--- config.mk ---
export PLATFORM = sky130hd
export DESIGN_NAME = hss_ctrl
export DESIGN_NICKNAME = d
export VERILOG_FILES = /design/src/rtl/core/hss_pkg.sv /design/src/rtl/core/hss_ctrl.sv
export SDC_FILE = /design/constraint.sdc
export NUM_CORES = 1
export LEC_CHECK = 0
export BUFFER_PORTS_ARGS = -buffer_cell sky130_fd_sc_hd__buf_4
export CAP_MARGIN = 15
export CORE_MARGIN = 2
export CORE_UTILIZATION = 53
export CTS_BUF_LIST = sky130_fd_sc_hd__clkbuf_4
export CTS_CLUSTER_SIZE = 12
export DETAILED_ROUTE_END_ITERATION = 10
export PLACE_DENSITY = 0.81
export SETUP_SLACK_MARGIN = 0.02
export SKIP_LAST_GASP = 1
export SLEW_MARGIN = 20
export SYNTH_ARGS = -nofsm -noshare
export SYNTH_HDL_FRONTEND = slang
export SYNTH_SLANG_ARGS = --single-unit
--- constraint.sdc ---
create_clock -name clk_i -period 2.58 [get_ports clk_i]
set_input_delay 0.387 -clock clk_i [delete_from_list [all_inputs] [get_ports clk_i]]
set_output_delay 0.387 -clock clk_i [all_outputs]
set_load 0.05 [all_outputs]
--- src/rtl/core/hss_pkg.sv ---
// Shared types and constants of the substring search block.
// No dependencies.
`timescale 1ns / 1ps
package hss_pkg;
  localparam int unsigned TextMax    = 4096;
  localparam int unsigned PatternMax = 64;
  localparam int unsigned TextAw     = $clog2(TextMax);
  localparam int unsigned PatAw      = $clog2(PatternMax);
  localparam int unsigned TlenW      = TextAw + 1;
  localparam int unsigned PlenW      = PatAw + 1;

  typedef enum logic [1:0] {
    OpAppendPat  = 2'd0,
    OpAppendText = 2'd1,
    OpSearch     = 2'd2,
    OpClear      = 2'd3
  } op_e;

  // commands from the controller to the datapath
  typedef struct packed {
    logic load_in;     // latch the accepted item, update stores
    logic tab_init;    // write skip table entry at sweep index
    logic tab_fill;    // write pattern-driven skip entry
    logic scan_start;  // i = start offset, j = m-1, sweep index cleared
    logic rd_last;     // last text char is on the read port: fetch its skip
    logic advance;     // i += skip, j = m-1
    logic cmp_next;    // j--, read ahead at j-1
    logic res_load;    // capture result
  } cmd_t;

  typedef struct packed {
    logic       trivial;    // empty pattern or pattern past text end
    logic       sweep_done; // table sweep index past the last entry
    logic       fill_done;  // pattern pass index at m-1
    logic       in_range;   // i <= n - m
    logic       last_eq;    // text char equals last pattern char
    logic       cmp_eq;     // compare bytes equal
    logic       cmp_done;   // j reached 0
  } sts_t;
endpackage

--- src/rtl/core/hss_ctrl.sv ---
// Controller FSM sequencing load, table build, scan and result handoff.
// Depends on hss_pkg.
`timescale 1ns / 1ps
module hss_ctrl (
  input  logic          clk_i,
  input  logic          rst_ni,
  input  logic          in_valid_i,
  output logic          in_ready_o,
  input  logic [1:0]    op_i,
  output logic          out_valid_o,
  input  logic          out_ready_i,
  input  hss_pkg::sts_t sts_i,
  output hss_pkg::cmd_t cmd_o
);
  typedef enum logic [10:0] {
    SIdle  = 11'b00000000001, SChk  = 11'b00000000010, SInit = 11'b00000000100,
    SFill0 = 11'b00000001000, SFill = 11'b00000010000, SRng  = 11'b00000100000,
    SRdL   = 11'b00001000000, SWaitL= 11'b00010000000, SSkip = 11'b00100000000,
    SCmp   = 11'b01000000000, SRes  = 11'b10000000000
  } state_e;

  state_e st_q, st_d;
  logic   ov_q, ov_d;

  assign in_ready_o  = (st_q == SIdle);
  assign out_valid_o = ov_q;

  always_comb begin
    st_d = st_q; ov_d = ov_q; cmd_o = '0;
    if (ov_q && out_ready_i) ov_d = 1'b0;
    unique case (st_q)
      SIdle: if (in_valid_i) begin
        cmd_o.load_in = 1'b1;
        if (op_i == hss_pkg::OpSearch) st_d = SChk;
      end
      SChk: if (sts_i.trivial) st_d = SRes; else st_d = SInit;
      SInit: begin
        if (sts_i.sweep_done) begin cmd_o.scan_start = 1'b1; st_d = SFill0; end
        else cmd_o.tab_init = 1'b1;
      end
      SFill0: st_d = SFill;  // pattern read latency
      SFill: begin
        cmd_o.tab_fill = 1'b1;
        if (sts_i.fill_done) st_d = SRng;
      end
      SRng: begin
        cmd_o.scan_start = 1'b1; // i = start, j = m-1
        st_d = SRdL;
      end
      SRdL: if (!sts_i.in_range) st_d = SRes; else st_d = SWaitL;
      SWaitL: begin
        cmd_o.rd_last = 1'b1;
        if (!sts_i.last_eq) st_d = SSkip;
        else if (sts_i.cmp_done) st_d = SRes;
        else begin cmd_o.cmp_next = 1'b1; st_d = SCmp; end
      end
      SCmp: begin
        if (!sts_i.cmp_eq) st_d = SSkip;
        else if (sts_i.cmp_done) st_d = SRes;
        else cmd_o.cmp_next = 1'b1;
      end
      SSkip: begin cmd_o.advance = 1'b1; st_d = SRdL; end
      SRes: if (!ov_q || out_ready_i) begin
        cmd_o.res_load = 1'b1; ov_d = 1'b1; st_d = SIdle;
      end
      default: st_d = SIdle;
    endcase
  end

  always_ff @(posedge clk_i or negedge rst_ni) begin
    if (!rst_ni) begin st_q <= SIdle; ov_q <= 1'b0; end
    else begin st_q <= st_d; ov_q <= ov_d; end
  end
endmodule

Word level (Yosys, flattened, before mapping)
Index checks and enable logic that the tools add are counted.
{"block": "classes", "muxes": 30, "eq_ne": 18, "n_reduce_logical": 5}
{"operator": "11-bit two-way mux", "count": 11}
{"operator": "11-bit one-hot mux with 10 select lines", "count": 1}
{"operator": "1-bit two-way mux", "count": 16}
{"operator": "11-bit by 1-bit == test with 1-bit output (second input constant)", "count": 1}
{"operator": "11-bit by 10-bit == test with 1-bit output (second input constant)", "count": 1}
{"operator": "11-bit == test (second input constant)", "count": 1}
{"operator": "11-bit by 2-bit == test with 1-bit output (second input constant)", "count": 1}
{"operator": "11-bit by 3-bit == test with 1-bit output (second input constant)", "count": 1}
{"operator": "11-bit by 4-bit == test with 1-bit output (second input constant)", "count": 1}
{"operator": "11-bit by 5-bit == test with 1-bit output (second input constant)", "count": 1}
{"operator": "11-bit by 6-bit == test with 1-bit output (second input constant)", "count": 1}
{"operator": "11-bit by 7-bit == test with 1-bit output (second input constant)", "count": 1}
{"operator": "11-bit by 8-bit == test with 1-bit output (second input constant)", "count": 1}
{"operator": "11-bit by 9-bit == test with 1-bit output (second input constant)", "count": 1}
{"operator": "2-bit inequality test (second input constant)", "count": 4}
{"operator": "6-bit AND reduction", "count": 1}
{"operator": "1-bit one-hot mux with 2 select lines", "count": 2}
{"operator": "3-bit inequality test (second input constant)", "count": 1}
{"operator": "2-bit == test (second input constant)", "count": 1}
{"operator": "2-bit by 1-bit inequality test with 1-bit output (second input constant)", "count": 1}
{"operator": "2-bit OR reduction", "count": 1}
{"operator": "1-bit logical AND", "count": 1}
{"operator": "1-bit zero test", "count": 1}
{"operator": "1-bit logical OR", "count": 1}
{"block": "word_totals", "word_cells": 55, "inputBits": 13, "regBits": 12}

Longest topological paths before layout
Gate-level depths: netlist of the first run.
{"block": "logic_depth", "ltp_word": 4, "depth_mapped": 7, "ltp_nobuf": 5}

Worst setup path before layout of the first run
Ideal clock, no wire load.
{"block": "synth_path", "kind": "reg2out", "from": "register st_q[1]", "to": "output cmd_o[1] in the netlist's numbering", "path_stages_with_launch": 8, "path_buffers": 2, "setup_slack_ps": -372, "arrival_time_ps": 2565, "path_cell_list": "dfrtp_1 -> buf_6 -> or4_4 -> buf_6 -> nor3_4 -> and3b_4 -> nand3_2 -> a21oi_1"}
{"item": "start: declaration", "line": "hss_ctrl.sv:22", "rtl": "state_e st_q, st_d;"}
{"item": "start signal: assignment", "line": "hss_ctrl.sv:72", "rtl": "else begin st_q <= st_d; ov_q <= ov_d; end"}
{"item": "end: declaration", "line": "hss_ctrl.sv:13", "rtl": "output hss_pkg::cmd_t cmd_o"}

==> qor_table.md, run 1 <==
| Group | Parameter | Reported |
|---|---|---|
| status | Run status | finished clean |
| grt | First-pass GRT wire length | 3153 µm |
| cts | Clock insertion delay at the later pin of the skew report | 270 ps |
| logic synthesis | Number of cells produced by synthesis | 94 |
| critical path | CP max FO | 6 |
| placed design | DP Area | 1011 µm² |
| timing | Final critical-path setup slack | 44.69 ps |
| floorplanning | Rows | 14 |
| grt | Initial antenna violation count | 0 |
| power and ir drop | Relative contribution of the clock network to total power | 15.4% |
| timing | Hold Vio Cnt, Final | 0 |
| floorplanning | Std-Cell Core Area | 1506 µm² |
| flow run | Reported max-cap violation count | 0 |
| logic synthesis | Warnings from Yosys | 0 |
| power and ir drop | Sequential share of power | 29.9% |
| final layout | Antenna cells | 0 |
| timing | Tightest hold margin | 300.6 ps |
| critical path | Critical path launch point type | register |
| detailed routing | Final routed DRC violation total | 0 |
| final layout | Fill cell instance count of the final layout | 108 |
| final layout | Multi-input logic area | 508.0 µm² |
| floorplanning | Count of pins on the block boundary | 23 |
| timing | Min Tclk post-route | 2535 ps |
| cts | Number of H-tree levels | 1 |
| critical path | Req. time, crit path | 2190 ps |
| final layout | Layout cells sized above 1 | 43.65% |
| power and ir drop | Combinational power share | 54.7% |
| power and ir drop | Switching part of the total power | 42.55% |
| critical path | Arrival @ worst endpoint | 2150 ps |
| logic synthesis | Cell type with the largest total area after synthesis | dfrtp_1 |
| final layout | Number of nets in the final layout | 140 |
| critical path | Setup slack on the worst flop-to-flop path | 340 ps |
| logic synthesis | Distinct cell type count of the synthesized netlist | 39 |
| power and ir drop | Switching power | 0.3662 mW |
| logic synthesis | Syn Std Cell Area | 842.1 µm² |
| logic synthesis | Area share of the leading cell type in the synthesized netlist | 32.69% |
| timing | RSZ-0062 raised after global routing | yes |
| logic synthesis | Number of synthesized flops with an enable pin | 0 |
| logic synthesis | Sequential share of the synthesized area | 35.81% |
| detailed routing | Overall via count from detail_route | 895 |
| logic synthesis | Syn avg cell area | 8.958 µm² |
| power and ir drop | Post-layout power | 0.8606 mW |
| power and ir drop | Peak VDD IR | 0.6121 mV |
| detailed routing | Vias per std cell | 6.303 |
| worst hold path | Type of the worst min-delay path | primary input to register |
| timing | Max-slew violations | 0 |
| timing | Setup Viol. Count Final | 0 |
| detailed routing | Antenna-violating nets left | 0 |
| timing | Measured slew at the worst slew-check pin | 409.7 ps |
| grt | Total track usage | 22.00% |
| final layout | Non-filler cells, final | 142 |
| detailed routing | Total Routed Length | 2250 µm |
| cts | TritonCTS clock tree | built |
| critical path | Critical path start-end classification | register to primary output |
| logic synthesis | Syn Nets | 107 |
| grt | Maximum number of pins on one net before global-route repair | 13 |
| logic synthesis | Async SR Flop Fraction | 100.0% |
| cts | TritonCTS buffer count | 3 |
| logic synthesis | Most instantiated flip-flop cell in the synthesis netlist | dfrtp_1 |
| placed design | Routability-driven placement congestion ratio | 0.8551 |
| cts | Register clock-pin slew on the reported worst setup and hold paths | 80 ps |
| cts | Sinks on Clock Net | 12 |
| grt | Remaining global-route overflow | 0 |
| floorplanning | Initial core utilization | 55.90% |
| floorplanning | DIE HEIGHT | 43.86 µm |
| timing | Slew headroom | 72.66% |
| floorplanning | Die Span X | 43.86 µm |
| timing | Clock skew after layout | 2.838 ps |
| power and ir drop | Static leakage | 0.5511 nW |
| cts | Clock Path Buffers | 2 |
| floorplanning | DIE AREA | 1924 µm² |
| timing | Final worst path period share | 98.27% |
| logic synthesis | Largest cells by area after synthesis | dfrtp_1 33%, nor2_1 4.9%, nor3_1 3.6%, dfstp_2 3.1%, nor4b_1 3.1% |
| placed design | DP Worst Slack | 239.6 ps |
| final layout | Synthesis-to-layout area growth | 35.36% |
| cts | Root buffer cell | clkbuf_4 |
| detailed routing | Average wire length per cell after detail routing | 15.85 µm |
| timing | Max frequency | 0.3944 GHz |
| final layout | Most common cell after layout, fill and taps aside | buf_4 |
| final layout | Total non-filler cell area in the finished layout | 1140 µm² |
| final layout | Seq. cell area | 305.3 µm² |
| placed design | Number of I/O port buffers | 22 |
| critical path | Critical path capture point type | primary output |
| logic synthesis | Yosys reg bits | 12 |
| final layout | Most frequent cells in the layout | 32 x buf_4, 10 x nor2_1, 8 x dfrtp_1 |
| placed design | Half-perimeter wire length of the detailed placement result | 1587 µm |
| power and ir drop | Total power per unit cell area | 755.1 nW/µm² |
| detailed routing | Starting DRC count in detailed routing | 34 |
| detailed routing | Detailed Routing Iterations Pass 1 | 4 |
| power and ir drop | Internal power consumption | 0.4944 mW |
| grt | Vias in the first global route | 735 |
| placed design | Post-placement cell count | 128 |
==> cells in the mapped netlist, types with 2 or more instances <==
library cell  instances
inv_1                 4
xor2_1                2
nand4_1               3
nor3_1                6
or4_4                 2
nor4_1                2
buf_2                 3
dfrtp_1              11
a21oi_1               3
o21ai_0               5
nand3_1               3
and3_1                3
nor4b_1               3
nor2b_1               3
or3b_2                2
and2_1                2
xnor2_1               2
nor2_1               11
buf_6                 2
or4_1                 2
nand2_1               2
==> final timing paths <==
| check | startpoint | to | cells after the start |
|---|---|---|---|
| worst max-delay path | st_q[2] | cmd_o[1] | 6 |
| worst min register to register | st_q[9] | st_q[5] | 2 |
| min in group asynchronous | rst_ni | out_valid_o | 2 |
| max in group asynchronous | rst_ni | st_q[0] | 2 |
| worst max register to register | st_q[6] | st_q[10] | 6 |
| worst min-delay path | sts_i[0] | st_q[9] | 2 |
==> layout make-up <==
type                       count  area share (%)
tap                           16           1.756
timing repair buffer          34           22.94
inverter                       4           1.317
multi-input combinational     72           44.57
sequential                    12           26.78
clock buffer                   4           2.634
==> repair_timing <==
action | 4_1_cts | 5_1_grt
endpoints found under the setup margin | 1 | 1
hold endpoints to repair | 11 | 0
setup buffers | 0 | 9
resized for setup | 4 | 3
hold buffers | 1 | 0
pin swaps | 2 | 5
==> worst max-delay path, cell delays in order, from the launching register on <==
cell and delay [ps]:
dfrtp_2 450, or4_4 570, nor3_4 220, and3b_4 250, nand3_4 70, a21oi_2 140, buf_6 170
==> kinds of logic (layout without fill, tap and decap cells) <==
logic type | Yosys count | after routing | synth area share, %
compound gates | 16 | 16 | 12.93
simple gates | 52 | 52 | 40.42
xor+xnor | 4 | 4 | 4.161
flops | 12 | 12 | 35.81
buf+inv | 10 | 42 | 6.685
==> power by group through the flow <==
stage | combinational [mW] | clock, mW | sequential, mW
2_1_floorplan | 0.342 | 0 | 0.245
3_3_place_gp | 0.390 | 0 | 0.258
3_5_place_dp | 0.398 | 0 | 0.261
4_1_cts | 0.398 | 0.133 | 0.260
5_1_grt | 0.501 | 0.142 | 0.260
6_report | 0.471 | 0.133 | 0.257
==> sequential cells by signal, indices dropped and copies added (netlist names) <==
name / flops
out_valid_o: 1
st_q: 11
==> stage by stage <==
stage	util [%]	setup TNS, ps
floorplan	-	-77.38
global placement	67.11	0
detailed placement	67.11	0
CTS	70.43	0
global route	75.66	-13.76
finish	75.66	0
==> per-layer routing <==
layer  global-route usage [%]  vias up  share of wire (%)  wire (µm)
met5                        0        -                  0          0
met4                    7.273        0                1.2         28
met3                    2.500        4                8.2        184
met2                    37.06       47                 50       1131
met1                    29.29      426                 40        905
li1                         -      418                  -          -
Note: power is estimated with default switching activity, not from simulation.
==> run 2: changes to the inputs <==
==> constraint.sdc (replaced) <==
create_clock -name clk_i -period 2.58 [get_ports clk_i]
set_input_delay 0.129 -clock clk_i [delete_from_list [all_inputs] [get_ports clk_i]]
set_output_delay 0.129 -clock clk_i [all_outputs]
set_load 0.05 [all_outputs]
==> run 2 against run 1 <==
Compared with the run above: core utilization shrank 6.5 points; register-to-register slack improved by 200 ps; critical path type unchanged; sequential share of layout area is 2.1 points higher; fmax grew 4.3%; flip-flop and latch count did not move.
==> qor_table.md, run 2 (same netlist as run 1, synthesis figures left out) <==
| Group | Parameter | Reported |
|---|---|---|
| timing | Slew headroom | 66.79% |
| critical path | Critical path capture point type | primary output |
| critical path | Critical Path Start | st_q[1] |
| cts | TritonCTS clock tree | built |
| cts | Sinks on Clock Net | 12 |
| detailed routing | Vias per std cell | 6.371 |
| timing | Setup Viol. Count Final | 0 |
| final layout | Core occupancy in the finished layout | 69.19% |
| grt | Total track usage | 27.60% |
| grt | Remaining global-route overflow | 0 |
| placed design | Routability-driven placement congestion ratio | 0.8596 |
| timing | Hold Vio Cnt, Final | 0 |
| critical path | Arrival @ worst endpoint | 2300 ps |
| status | Run status | finished clean |
| flow run | Reported max-cap violation count | 0 |
| floorplanning | Initial core utilization | 55.90% |
| timing | Sum of negative setup slack | 0 ps |
| critical path | Critical path launch point type | register |
| detailed routing | Total Routed Length | 2258 µm |
| timing | Min Tclk post-route | 2431 ps |
| grt | Vias in the first global route | 800 |
| final layout | Antenna cells | 0 |
| detailed routing | Detailed Routing Iterations Pass 1 | 4 |
| cts | Clock Path Buffers | 2 |
| cts | Number of H-tree levels | 1 |
| critical path | Req. time, crit path | 2450 ps |
| grt | First-pass GRT wire length | 3781 µm |
| detailed routing | Final routed DRC violation total | 0 |
| floorplanning | DIE HEIGHT | 43.86 µm |
| final layout | Fill cell instance count of the final layout | 126 |
| floorplanning | Count of pins on the block boundary | 23 |
| floorplanning | Die Span X | 43.86 µm |
| timing | Max frequency | 0.4114 GHz |
| cts | Clock insertion delay at the later pin of the skew report | 280 ps |
| final layout | Most common cell after layout, fill and taps aside | buf_4 |
| grt | Initial antenna violation count | 0 |
| final layout | Top register by number of flip-flops | st_q |
| final layout | Max reg flops | 11 |
| power and ir drop | Static leakage | 0.4987 nW |
| floorplanning | DIE AREA | 1924 µm² |
| final layout | Number of nets in the final layout | 130 |
| detailed routing | Average wire length per cell after detail routing | 17.11 µm |
| final layout | Layout cells sized above 1 | 33.62% |
| cts | TritonCTS buffer count | 3 |
| critical path | Critical path start-end classification | register to primary output |
| detailed routing | Antenna-violating nets left | 0 |
| floorplanning | Std-Cell Core Area | 1506 µm² |
| power and ir drop | Total power per unit cell area | 760.2 nW/µm² |
| final layout | Synthesis-to-layout area growth | 23.77% |
| timing | Final worst path period share | 94.21% |
| critical path | CP max FO | 10 |
| timing | Max-slew violations | 0 |
| worst hold path | Hold wc startpoint | sts_i[0] |
| cts | Root buffer cell | clkbuf_4 |
| cts | Register clock-pin slew on the reported worst setup and hold paths | 80 ps |
| detailed routing | Overall via count from detail_route | 841 |
| placed design | Number of I/O port buffers | 22 |
| grt | Maximum number of pins on one net before global-route repair | 13 |
| worst hold path | Type of the worst min-delay path | primary input to register |
| final layout | Most frequent cells in the layout | 23 x buf_4, 11 x nor2_1, 11 x dfrtp_1 |
| placed design | Half-perimeter wire length of the detailed placement result | 1707 µm |
| floorplanning | Rows | 14 |
| detailed routing | Starting DRC count in detailed routing | 14 |
| power and ir drop | Peak VDD IR | 0.5618 mV |
| timing | RSZ-0062 raised after global routing | no |
| timing | Clock skew after layout | 4.575 ps |
| critical path | Reg-to-reg startpoint | st_q[5] |
| timing | Measured slew at the worst slew-check pin | 491.2 ps |
## run 2: path summary, 6_finish.rpt
kind                               end  slack (ps)  cells past startpoint
max reg2reg                   st_q[10]         540                      5
max                           cmd_o[1]         150                      6
min in group asynchronous      st_q[7]         210                      2
min                            st_q[9]          20                      2
min reg2reg                out_valid_o         710                      2
max in group asynchronous      st_q[0]        2140                      2
## run 2: through the flow
stage	hold slack [ps]	instance area [µm²]	power (mW)	worst slack (ps)	instances
3_3_place_gp	-20.60	1002	0.6550	431.7	127
3_5_place_dp	-20.48	1002	0.6637	425.5	127
2_1_floorplan	-166.6	850.8	0.5852	52.23	94
6_report	22.34	1042	0.7923	149.3	132
5_1_grt	18.19	1042	0.8486	63.46	132
4_1_cts	17.20	1039	0.7907	91.71	132
## run 2: power breakdown
| part | internal, mW | leakage [nW] | switching (mW) |
|---|---|---|---|
| registers | 0.218 | 0.163 | 0.0440 |
| logic | 0.158 | 0.321 | 0.246 |
| clock network | 0.0563 | 0.0154 | 0.0699 |
## run 2: final cells by class
class,instances,area (µm²),area share [%]
sequential,12,301.5,28.93
inverter,4,15.01,1.441
tap,16,20.02,1.921
clock inverter,1,3.754,0.3601
timing repair buffer,24,182.7,17.53
clock buffer,3,22.52,2.161
multi-input combinational,72,496.7,47.66
## run 2: routing by layer
metal	track usage, %	up-vias	wire, µm
met4	20.61	0	92
met5	0	-	0
li1	-	394	-
met2	41.18	38	1071
met1	35.25	398	968
met3	5.000	11	126
## run 2: worst max-delay path: stages (launching register included)
cell,delay [ps]
dfrtp_1,470
or4_4,630
nor3_4,240
and3b_4,240
nand3_2,90
a21oi_2,140
buf_4,210
## run 2: what timing repair did
item,4_1_cts,5_1_grt
resized for setup,0,1
endpoints found under the hold margin,12,0
buffers inserted,0,0
hold buffers,1,0
setup endpoints to repair,0,1
